`src/hdl/prc_pkg.sv`:
```
// shared types, constants and the outcode, diff and mag functions of the polyline rectangle clipper
package prc_pkg;

	localparam int COORD_BITS = 16;
	localparam int DIFF_BITS  = COORD_BITS + 1;
	localparam int PROD_BITS  = 2 * COORD_BITS;
	localparam int CNT_BITS   = $clog2(PROD_BITS);
	localparam int MAX_MOVES  = 8;
	localparam int MOVE_BITS  = $clog2(MAX_MOVES + 1);
	localparam int CFG_IDX_BITS = 2;

	typedef logic signed [COORD_BITS-1:0] coord_t;
	typedef logic signed [DIFF_BITS-1:0]  diff_t;
	typedef logic [3:0]                   ocode_t;

	localparam coord_t COORD_MAX = {1'b0, {(COORD_BITS-1){1'b1}}};
	localparam coord_t COORD_ZERO = '0;

	localparam ocode_t OC_LEFT   = 4'b0001;
	localparam ocode_t OC_RIGHT  = 4'b0010;
	localparam ocode_t OC_TOP    = 4'b0100;
	localparam ocode_t OC_BOTTOM = 4'b1000;
	localparam ocode_t OC_INSIDE = 4'b0000;

	localparam logic [CFG_IDX_BITS-1:0] REG_LEFT   = 2'd0;
	localparam logic [CFG_IDX_BITS-1:0] REG_RIGHT  = 2'd1;
	localparam logic [CFG_IDX_BITS-1:0] REG_TOP    = 2'd2;
	localparam logic [CFG_IDX_BITS-1:0] REG_BOTTOM = 2'd3;

	typedef struct packed {
		coord_t left;
		coord_t right;
		coord_t top;
		coord_t bottom;
	} rect_t;

	// request to the interpolation unit: base + trunc(a*b/c)
	typedef struct packed {
		logic   start;
		coord_t base;
		diff_t  a;
		diff_t  b;
		diff_t  c;
	} prc_req_t;

	typedef struct packed {
		logic   done;
		coord_t result;
	} prc_rsp_t;

	function automatic ocode_t outcode(coord_t x, coord_t y, rect_t r);
		ocode_t c;
		c = OC_INSIDE;
		if (x < r.left)   c = c | OC_LEFT;
		if (x > r.right)  c = c | OC_RIGHT;
		if (y < r.top)    c = c | OC_TOP;
		if (y > r.bottom) c = c | OC_BOTTOM;
		return c;
	endfunction

	function automatic diff_t diff(coord_t p, coord_t q);
		return {p[COORD_BITS-1], p} - {q[COORD_BITS-1], q};
	endfunction

	function automatic logic [COORD_BITS-1:0] mag(diff_t v);
		diff_t m;
		m = v[DIFF_BITS-1] ? -v : v;
		return m[COORD_BITS-1:0];
	endfunction

endpackage

```
`src/hdl/prc_interp.sv`:
```
// shared interpolation unit: one multiply, then restoring division one bit per cycle
module prc_interp (
	input  logic               clk,
	input  logic               arst_n,
	input  prc_pkg::prc_req_t  req,
	output prc_pkg::prc_rsp_t  rsp
);

	typedef enum logic [4:0] {
		U_IDLE = 5'b00001,
		U_MUL  = 5'b00010,
		U_DIV  = 5'b00100,
		U_FIX  = 5'b01000,
		U_DONE = 5'b10000
	} ustate_t;

	ustate_t state_q;
	logic [prc_pkg::CNT_BITS-1:0]   cnt_q;
	logic [prc_pkg::COORD_BITS-1:0] ua_q, ub_q, uc_q;
	logic                           neg_q;
	prc_pkg::coord_t                base_q;
	prc_pkg::coord_t                res_q;
	logic [prc_pkg::PROD_BITS-1:0]  dvd_q;
	logic [prc_pkg::COORD_BITS-1:0] rem_q;

	logic [prc_pkg::COORD_BITS:0]   shifted;
	logic [prc_pkg::COORD_BITS:0]   trial;
	logic                           ge;
	logic [prc_pkg::DIFF_BITS-1:0]  sum;

	assign shifted = {rem_q, dvd_q[prc_pkg::PROD_BITS-1]};
	assign ge      = shifted >= {1'b0, uc_q};
	assign trial   = shifted - {1'b0, uc_q};
	// quotient never exceeds |a|, so its low bits carry it all
	assign sum = neg_q
		? {base_q[prc_pkg::COORD_BITS-1], base_q} - {1'b0, dvd_q[prc_pkg::COORD_BITS-1:0]}
		: {base_q[prc_pkg::COORD_BITS-1], base_q} + {1'b0, dvd_q[prc_pkg::COORD_BITS-1:0]};

	always_ff @(posedge clk or negedge arst_n) begin
		if (!arst_n) begin
			state_q <= U_IDLE;
			cnt_q   <= '0;
		end else begin
			case (state_q)
				U_IDLE: begin
					if (req.start) state_q <= U_MUL;
				end
				U_MUL: begin
					cnt_q   <= prc_pkg::CNT_BITS'(prc_pkg::PROD_BITS - 1);
					state_q <= U_DIV;
				end
				U_DIV: begin
					cnt_q <= cnt_q - 1'b1;
					if (cnt_q == '0) state_q <= U_FIX;
				end
				U_FIX:   state_q <= U_DONE;
				U_DONE:  state_q <= U_IDLE;
				default: state_q <= U_IDLE;
			endcase
		end
	end

	always_ff @(posedge clk) begin
		case (state_q)
			U_IDLE: begin
				if (req.start) begin
					ua_q   <= prc_pkg::mag(req.a);
					ub_q   <= prc_pkg::mag(req.b);
					uc_q   <= prc_pkg::mag(req.c);
					neg_q  <= req.a[prc_pkg::DIFF_BITS-1] ^ req.b[prc_pkg::DIFF_BITS-1]
						^ req.c[prc_pkg::DIFF_BITS-1];
					base_q <= req.base;
				end
			end
			U_MUL: begin
				dvd_q <= ua_q * ub_q;
				rem_q <= '0;
			end
			U_DIV: begin
				rem_q <= ge ? trial[prc_pkg::COORD_BITS-1:0] : shifted[prc_pkg::COORD_BITS-1:0];
				dvd_q <= {dvd_q[prc_pkg::PROD_BITS-2:0], ge};
			end
			U_FIX: begin
				res_q <= sum[prc_pkg::COORD_BITS-1:0];
			end
			default: begin
			end
		endcase
	end

	assign rsp = {(state_q == U_DONE), res_q};

endmodule

```
`src/hdl/polyline_rect_clipper_core.sv`:
```
// polyline rectangle clipper top level: vertex intake, clip sequencer and result register
//
// vertices enter on the input channel (in_valid / in_stall, fields pt_x, pt_y,
// starts_line); each vertex that continues a polyline forms a segment from the
// previous vertex, which is clipped against the rectangle in the four registers
// written through cfg_we / cfg_index / cfg_data (left, right, top, bottom).
// accepted segments leave on the output channel (out_valid / out_stall,
// seg_x1..seg_y2); dropped segments and polyline starts give no transaction.
// each segment is coded against the rectangle and, when accepted, passes the finish
// state that loads the output register; every clip move goes through the one
// shared multiply-divide unit and its bit-serial division. a segment needs 0 to
// 4 moves; at the bound of 8 moves a segment not yet accepted is dropped.
// in_stall stays high while a segment is in work.
// the result sits in an output register, so the next vertex is taken while it
// waits; if the receiver still stalls when the next segment finishes, the
// sequencer holds until the register frees.
// reset clears the previous vertex, sets the rectangle to left = top = 0 and
// right = bottom = largest coordinate, and empties the output register.
module polyline_rect_clipper_core (
	input  logic                              clk,
	input  logic                              arst_n,
	input  logic                              in_valid,
	output logic                              in_stall,
	input  logic signed [prc_pkg::COORD_BITS-1:0] pt_x,
	input  logic signed [prc_pkg::COORD_BITS-1:0] pt_y,
	input  logic                              starts_line,
	output logic                              out_valid,
	input  logic                              out_stall,
	output logic signed [prc_pkg::COORD_BITS-1:0] seg_x1,
	output logic signed [prc_pkg::COORD_BITS-1:0] seg_y1,
	output logic signed [prc_pkg::COORD_BITS-1:0] seg_x2,
	output logic signed [prc_pkg::COORD_BITS-1:0] seg_y2,
	input  logic                              cfg_we,
	input  logic [prc_pkg::CFG_IDX_BITS-1:0]  cfg_index,
	input  logic [prc_pkg::COORD_BITS-1:0]    cfg_data
);

	typedef enum logic [3:0] {
		S_IDLE   = 4'b0001,
		S_CODE   = 4'b0010,
		S_WAIT   = 4'b0100,
		S_FINISH = 4'b1000
	} state_t;

	state_t                        state_q;
	prc_pkg::rect_t                rect_q;
	prc_pkg::coord_t               prev_x_q, prev_y_q;
	logic                          have_prev_q;
	prc_pkg::coord_t               x1_q, y1_q, x2_q, y2_q;
	logic [prc_pkg::MOVE_BITS-1:0] moves_q;
	logic                          side1_q;
	logic                          xfix_q;
	prc_pkg::coord_t               edge_q;
	logic                          out_valid_q;
	prc_pkg::coord_t               ox1_q, oy1_q, ox2_q, oy2_q;

	prc_pkg::ocode_t   oc1, oc2, sel;
	logic              reject, accept, runaway;
	logic              xfix;
	prc_pkg::coord_t   edge_val;
	prc_pkg::prc_req_t req;
	prc_pkg::prc_rsp_t rsp;
	logic              in_take;
	logic              out_free;

	assign in_take  = in_valid && !in_stall;
	assign in_stall = (state_q != S_IDLE);
	assign out_free = !out_valid_q || !out_stall;

	assign oc1     = prc_pkg::outcode(x1_q, y1_q, rect_q);
	assign oc2     = prc_pkg::outcode(x2_q, y2_q, rect_q);
	assign sel     = (oc1 != prc_pkg::OC_INSIDE) ? oc1 : oc2;
	assign reject  = (oc1 & oc2) != prc_pkg::OC_INSIDE;
	assign accept  = (oc1 == prc_pkg::OC_INSIDE) && (oc2 == prc_pkg::OC_INSIDE);
	assign runaway = moves_q >= prc_pkg::MOVE_BITS'(prc_pkg::MAX_MOVES);

	// edge pick follows the lowest set outcode bit
	always_comb begin
		req.start = (state_q == S_CODE) && !reject && !accept && !runaway;
		if ((sel & prc_pkg::OC_LEFT) != prc_pkg::OC_INSIDE) begin
			xfix     = 1'b1;
			edge_val = rect_q.left;
		end else if ((sel & prc_pkg::OC_RIGHT) != prc_pkg::OC_INSIDE) begin
			xfix     = 1'b1;
			edge_val = rect_q.right;
		end else if ((sel & prc_pkg::OC_TOP) != prc_pkg::OC_INSIDE) begin
			xfix     = 1'b0;
			edge_val = rect_q.top;
		end else begin
			xfix     = 1'b0;
			edge_val = rect_q.bottom;
		end
		if (xfix) begin
			req.base = y1_q;
			req.a    = prc_pkg::diff(y2_q, y1_q);
			req.b    = prc_pkg::diff(edge_val, x1_q);
			req.c    = prc_pkg::diff(x2_q, x1_q);
		end else begin
			req.base = x1_q;
			req.a    = prc_pkg::diff(x2_q, x1_q);
			req.b    = prc_pkg::diff(edge_val, y1_q);
			req.c    = prc_pkg::diff(y2_q, y1_q);
		end
	end

	prc_interp u_interp (
		.clk    (clk),
		.arst_n (arst_n),
		.req    (req),
		.rsp    (rsp)
	);

	// configuration registers
	always_ff @(posedge clk or negedge arst_n) begin
		if (!arst_n) begin
			rect_q.left   <= prc_pkg::COORD_ZERO;
			rect_q.right  <= prc_pkg::COORD_MAX;
			rect_q.top    <= prc_pkg::COORD_ZERO;
			rect_q.bottom <= prc_pkg::COORD_MAX;
		end else if (cfg_we) begin
			case (cfg_index)
				prc_pkg::REG_LEFT:   rect_q.left   <= cfg_data;
				prc_pkg::REG_RIGHT:  rect_q.right  <= cfg_data;
				prc_pkg::REG_TOP:    rect_q.top    <= cfg_data;
				prc_pkg::REG_BOTTOM: rect_q.bottom <= cfg_data;
				default: begin
				end
			endcase
		end
	end

	// sequencer and control state
	always_ff @(posedge clk or negedge arst_n) begin
		if (!arst_n) begin
			state_q     <= S_IDLE;
			have_prev_q <= 1'b0;
			prev_x_q    <= prc_pkg::COORD_ZERO;
			prev_y_q    <= prc_pkg::COORD_ZERO;
			moves_q     <= '0;
			out_valid_q <= 1'b0;
		end else begin
			if (state_q == S_FINISH && out_free) out_valid_q <= 1'b1;
			else if (out_valid_q && !out_stall) out_valid_q <= 1'b0;
			case (state_q)
				S_IDLE: begin
					if (in_take) begin
						prev_x_q    <= pt_x;
						prev_y_q    <= pt_y;
						have_prev_q <= 1'b1;
						moves_q     <= '0;
						if (have_prev_q && !starts_line) state_q <= S_CODE;
					end
				end
				S_CODE: begin
					if (reject || (!accept && runaway)) state_q <= S_IDLE;
					else if (accept) state_q <= S_FINISH;
					else state_q <= S_WAIT;
				end
				S_WAIT: begin
					if (rsp.done) begin
						moves_q <= moves_q + 1'b1;
						state_q <= S_CODE;
					end
				end
				S_FINISH: begin
					if (out_free) state_q <= S_IDLE;
				end
				default: state_q <= S_IDLE;
			endcase
		end
	end

	// endpoint and result payload
	always_ff @(posedge clk) begin
		if (state_q == S_IDLE && in_take) begin
			x1_q <= prev_x_q;
			y1_q <= prev_y_q;
			x2_q <= pt_x;
			y2_q <= pt_y;
		end
		if (req.start) begin
			side1_q <= (oc1 != prc_pkg::OC_INSIDE);
			xfix_q  <= xfix;
			edge_q  <= edge_val;
		end
		if (state_q == S_WAIT && rsp.done) begin
			if (side1_q) begin
				x1_q <= xfix_q ? edge_q : rsp.result;
				y1_q <= xfix_q ? rsp.result : edge_q;
			end else begin
				x2_q <= xfix_q ? edge_q : rsp.result;
				y2_q <= xfix_q ? rsp.result : edge_q;
			end
		end
		if (state_q == S_FINISH && out_free) begin
			ox1_q <= x1_q;
			oy1_q <= y1_q;
			ox2_q <= x2_q;
			oy2_q <= y2_q;
		end
	end

	assign out_valid = out_valid_q;
	assign seg_x1    = ox1_q;
	assign seg_y1    = oy1_q;
	assign seg_x2    = ox2_q;
	assign seg_y2    = oy2_q;

	// the shared unit answers only while the sequencer waits for it
	a_done_in_wait: assert property (@(posedge clk) disable iff (!arst_n)
		rsp.done |-> state_q == S_WAIT)
		else $error("interp done outside wait");

	a_moves_bound: assert property (@(posedge clk) disable iff (!arst_n)
		moves_q <= prc_pkg::MOVE_BITS'(prc_pkg::MAX_MOVES))
		else $error("clip move count beyond bound");

	a_finish_inside: assert property (@(posedge clk) disable iff (!arst_n)
		state_q == S_FINISH |-> oc1 == prc_pkg::OC_INSIDE && oc2 == prc_pkg::OC_INSIDE)
		else $error("finishing segment not inside rectangle");

	a_valid_from_finish: assert property (@(posedge clk) disable iff (!arst_n)
		$rose(out_valid_q) |-> $past(state_q == S_FINISH))
		else $error("output transaction without finished segment");

	a_start_from_code: assert property (@(posedge clk) disable iff (!arst_n)
		req.start |=> state_q == S_WAIT)
		else $error("interp request not followed by wait");

endmodule

```
`config.mk`:
```
export PLATFORM = sky130hd
export DESIGN_NAME = polyline_rect_clipper_core
export DESIGN_NICKNAME = d
export VERILOG_FILES = /design/src/hdl/prc_pkg.sv /design/src/hdl/prc_interp.sv /design/src/hdl/polyline_rect_clipper_core.sv
export SDC_FILE = /design/constraint.sdc
export NUM_CORES = 2
export LEC_CHECK = 0
export ABC_AREA = 1
export BUFFER_PORTS_ARGS = -buffer_cell sky130_fd_sc_hd__buf_4
export CORE_MARGIN = 2
export CORE_UTILIZATION = 60
export DETAILED_ROUTE_END_ITERATION = 10
export HOLD_SLACK_MARGIN = 0.05
export PLACE_DENSITY = 0.88
export SLEW_MARGIN = 30
export SYNTH_ARGS = -nofsm -noshare
export SYNTH_HDL_FRONTEND = slang
export SYNTH_SLANG_ARGS = --single-unit
```
`constraint.sdc`:
```
create_clock -name clk -period 18.73 [get_ports clk]
set_clock_uncertainty 0.2 [all_clocks]
set_input_delay 4.6825 -clock clk [delete_from_list [all_inputs] [get_ports clk]]
set_output_delay 4.6825 -clock clk [all_outputs]
set_load 0.02 [all_outputs]
```
==> out/qor.yml <==
synthesis:
  yosysSeqAreaShare_pct: 32.7
  async_flop_share_pct: 29.7
  synth_top_family_by_area: "adder cells"
  synth.area.mux_share_pct: 0
  ys_warn_count: 0
  synth_cells: 4001
  ys_ff_latch: 391
  synth_top_area_share_pct: 19.6
  netlist_area_sq_um: 32300
  synth-xor-area-share_pct: 3.33
  synth_most_common_cell: "nand2_1"
  synth.area.top_cells: "edfxtp_1, fa_1, ha_1, nand2_1, inv_1"
  ys.flop_type: "edfxtp_1"
  synth.top_cells.by_count: "nand2_1, inv_1, o21ai_0"
  synth_fa_ha_area_share_pct: 24.5
  yosysUniqueCellTypes: 53
  syn_nets: 4571
  avgSynthCellArea_sq_um: 8.08
  synth_edf_count: 211
  yosysTopAreaCell: "edfxtp_1"
  yosys.area_share.simple_pct: 17.9
  synth_compound_area_share_pct: 11.2
sta:
  setup_ws_ns: 11.40
  rsz0062_at_grt: "false"
  setup_viol: 0
  hold_viol: 0
  finalSetupTns_ns: 0
  period_share_pct: 39.1
  slew_headroom_pct: 32.8
  worst_pin_slew_ns: 0.997
  maxSlewViolCount: 0
  fmax_mhz: 136
  fin_crit_ns: 7.33
drt:
  ant_nets: 0
  drc: 0
  routedWlPerCell_um: 18.8
  wl_um: 89500
  first_pass_iters: 7
  via_per_inst: 5.77
  vias: 27421
  drtIter0Drc: 2621
die:
  die_w_um: 236
  die_area_sq_um: 55700
  rows: 85
  coreArea_sq_um: 53500
  fp.dieH_um: 236
  start_util_pct: 60.4
  io_pins: 122
clock_tree:
  clk_latency_ns: 0.57
  cts_setup_buffers: 0
  clkTransAtPathRegs_ns: 0.06
  ctsResizeCount: 0
  cts_root_buf: "clkbuf_16"
  clk_path_buf_depth: 3
  cts_made_buffers: 40
  cts_tree: "built"
  htreeDepth: 2
  hold_buffers: 0
  cts_sinks: 391
critical_path:
  worst-r2r-setup-slack_ns: 11.40
  worstSetupStartpointType: "flip-flop"
  critPathArrivalTime_ns: 7.43
  worstSetupPathType: "reg -> reg"
  r2r-end: "u_interp.ub_q[9]"
  reg2regPathDepth: 32
  cp_max_fo: 36
  critPathMaxStageDelay_ns: 0.76
  crit_path_end_kind: "flip-flop"
  crit_slowest_cell: "a21oi_4"
  worstPathRequired_ns: 18.84
  crit_path_frequent_cell: "nand2_1"
  r2r_start: "y1_q[14]"
global_route:
  gr-usage-met3_pct: 6.40
  grt_pass1_wl_um: 141000
  grt_max_degree: 108
  gr-max-usage-layer: "met2"
  grt_pass1_vias: 26717
  overflow: 0
  antenna_found_initial: 2
  grt_usage_pct: 32.3
  met2_usage_pct: 52.9
  grt_util_met1_pct: 39.6
cells_and_area:
  nets: 4594
  final-seq-area_sq_um: 10600
  syn_to_final_growth_pct: 8.19
  top_regs: "rect_q x64, u_interp.dvd_q x32"
  n_fill_cell: 4239
  largest_reg_flops: 64
  drive_gt1_share_pct: 7.13
  multi_input_area_sq_um: 18500
  largest-register: "rect_q"
place:
  dpl.hpwl_um: 67400
  post-place-ws_ns: 11.42
  portBuffers: 121
  place_congestion: 1.01
hold_path:
  hp-class: "reg -> reg"
  hold-path-endpoint: "have_prev_q"
  min_from: "have_prev_q"
  min_path_cells: 2
job:
  max_cap_viol_count: 0
status:
  status: "complete, no violations"
-- layout make-up --
cell class | instances | share of cell area (%)
Multi-Input combinational cell | 2737 | 52.8
Sequential cell | 391 | 30.2
Inverter | 720 | 7.74
Clock buffer | 47 | 3.09
Timing Repair Buffer | 134 | 2.92
Tap cell | 696 | 2.49
Clock inverter | 26 | 0.712
Antenna cell | 3 | 0.0215
-- stage by stage --
stage | hold slack [ns] | std cells | instance area [sq um] | utilization, %
2_1_floorplan | 0.223 | 4001 | 32300 | -
3_3_place_gp | 0.248 | 4676 | 33600 | 62.8
3_5_place_dp | 0.257 | 4676 | 33600 | 62.8
4_1_cts | 0.272 | 4749 | 34900 | 65.3
5_1_grt | 0.278 | 4751 | 35000 | 65.3
6_report | 0.269 | 4754 | 35000 | 65.3
-- cells in the final DEF, fill, tap and decap left out, types with 5 or more instances in the layout --
cell type	count
nand3b_1	11
nand2_1	1034
xnor2_1	36
fa_1	199
or2_2	15
o21a_1	5
nand4_1	23
o21ai_0	320
inv_2	6
xor2_1	87
nor2_1	158
ha_1	315
nand3_1	133
dfrtp_1	84
nand2_2	11
nor4_1	6
inv_1	711
o21bai_1	9
clkbuf_16	41
o21ai_1	11
dfstp_2	32
clkinv_2	12
nor3_1	21
a22oi_1	15
buf_4	132
edfxtp_1	211
a21oi_1	216
a31oi_1	60
dfxtp_1	64
o21ai_2	5
-- how the worst max path moves through the flow --
stage / from / to / slack (ns) / depth (start not counted)
4_1_cts: u_interp.ua_q[10] / u_interp.dvd_q[31] / 11.55 / 25
6_report: y1_q[14] / u_interp.ub_q[9] / 11.40 / 32
3_3_place_gp: in_valid / moves_q[3] / 11.52 / 9
5_1_grt: rect_q[35] / u_interp.ub_q[9] / 10.87 / 35
2_1_floorplan: out_stall / seg_x1[0] / 10.57 / 3
3_5_place_dp: in_valid / moves_q[3] / 11.42 / 9
-- metal layers --
layer / wire length, um / vias up
met2: 41400 / 1365
met4: 6020 / 0
met3: 8730 / 356
met5: 0 / -
met1: 33400 / 12878
li1: - / 12822
-- cells by family after synthesis --
group | after synthesis
AOI/OAI and AO/OA | 671
xor gates and xnor gates | 123
adders and majority gates | 514
buffers and inverters | 873
DFF | 391
and+or+nand+nor | 1429
-- worst max-delay path, delay by kind of cell (launching register included) --
kind | cells | cell delay, ns
AOI/OAI and AO/OA | 9 | 1.98
xor gates and xnor gates | 1 | 0.14
adders and majority gates | 3 | 1.06
buffers and inverters | 5 | 1.15
DFF | 1 | 0.75
and+or+nand+nor | 14 | 1.76
Power is left out: the tool's default activity adds up to more than one toggle a clock period on the data nets, which glitch-free logic cannot reach.
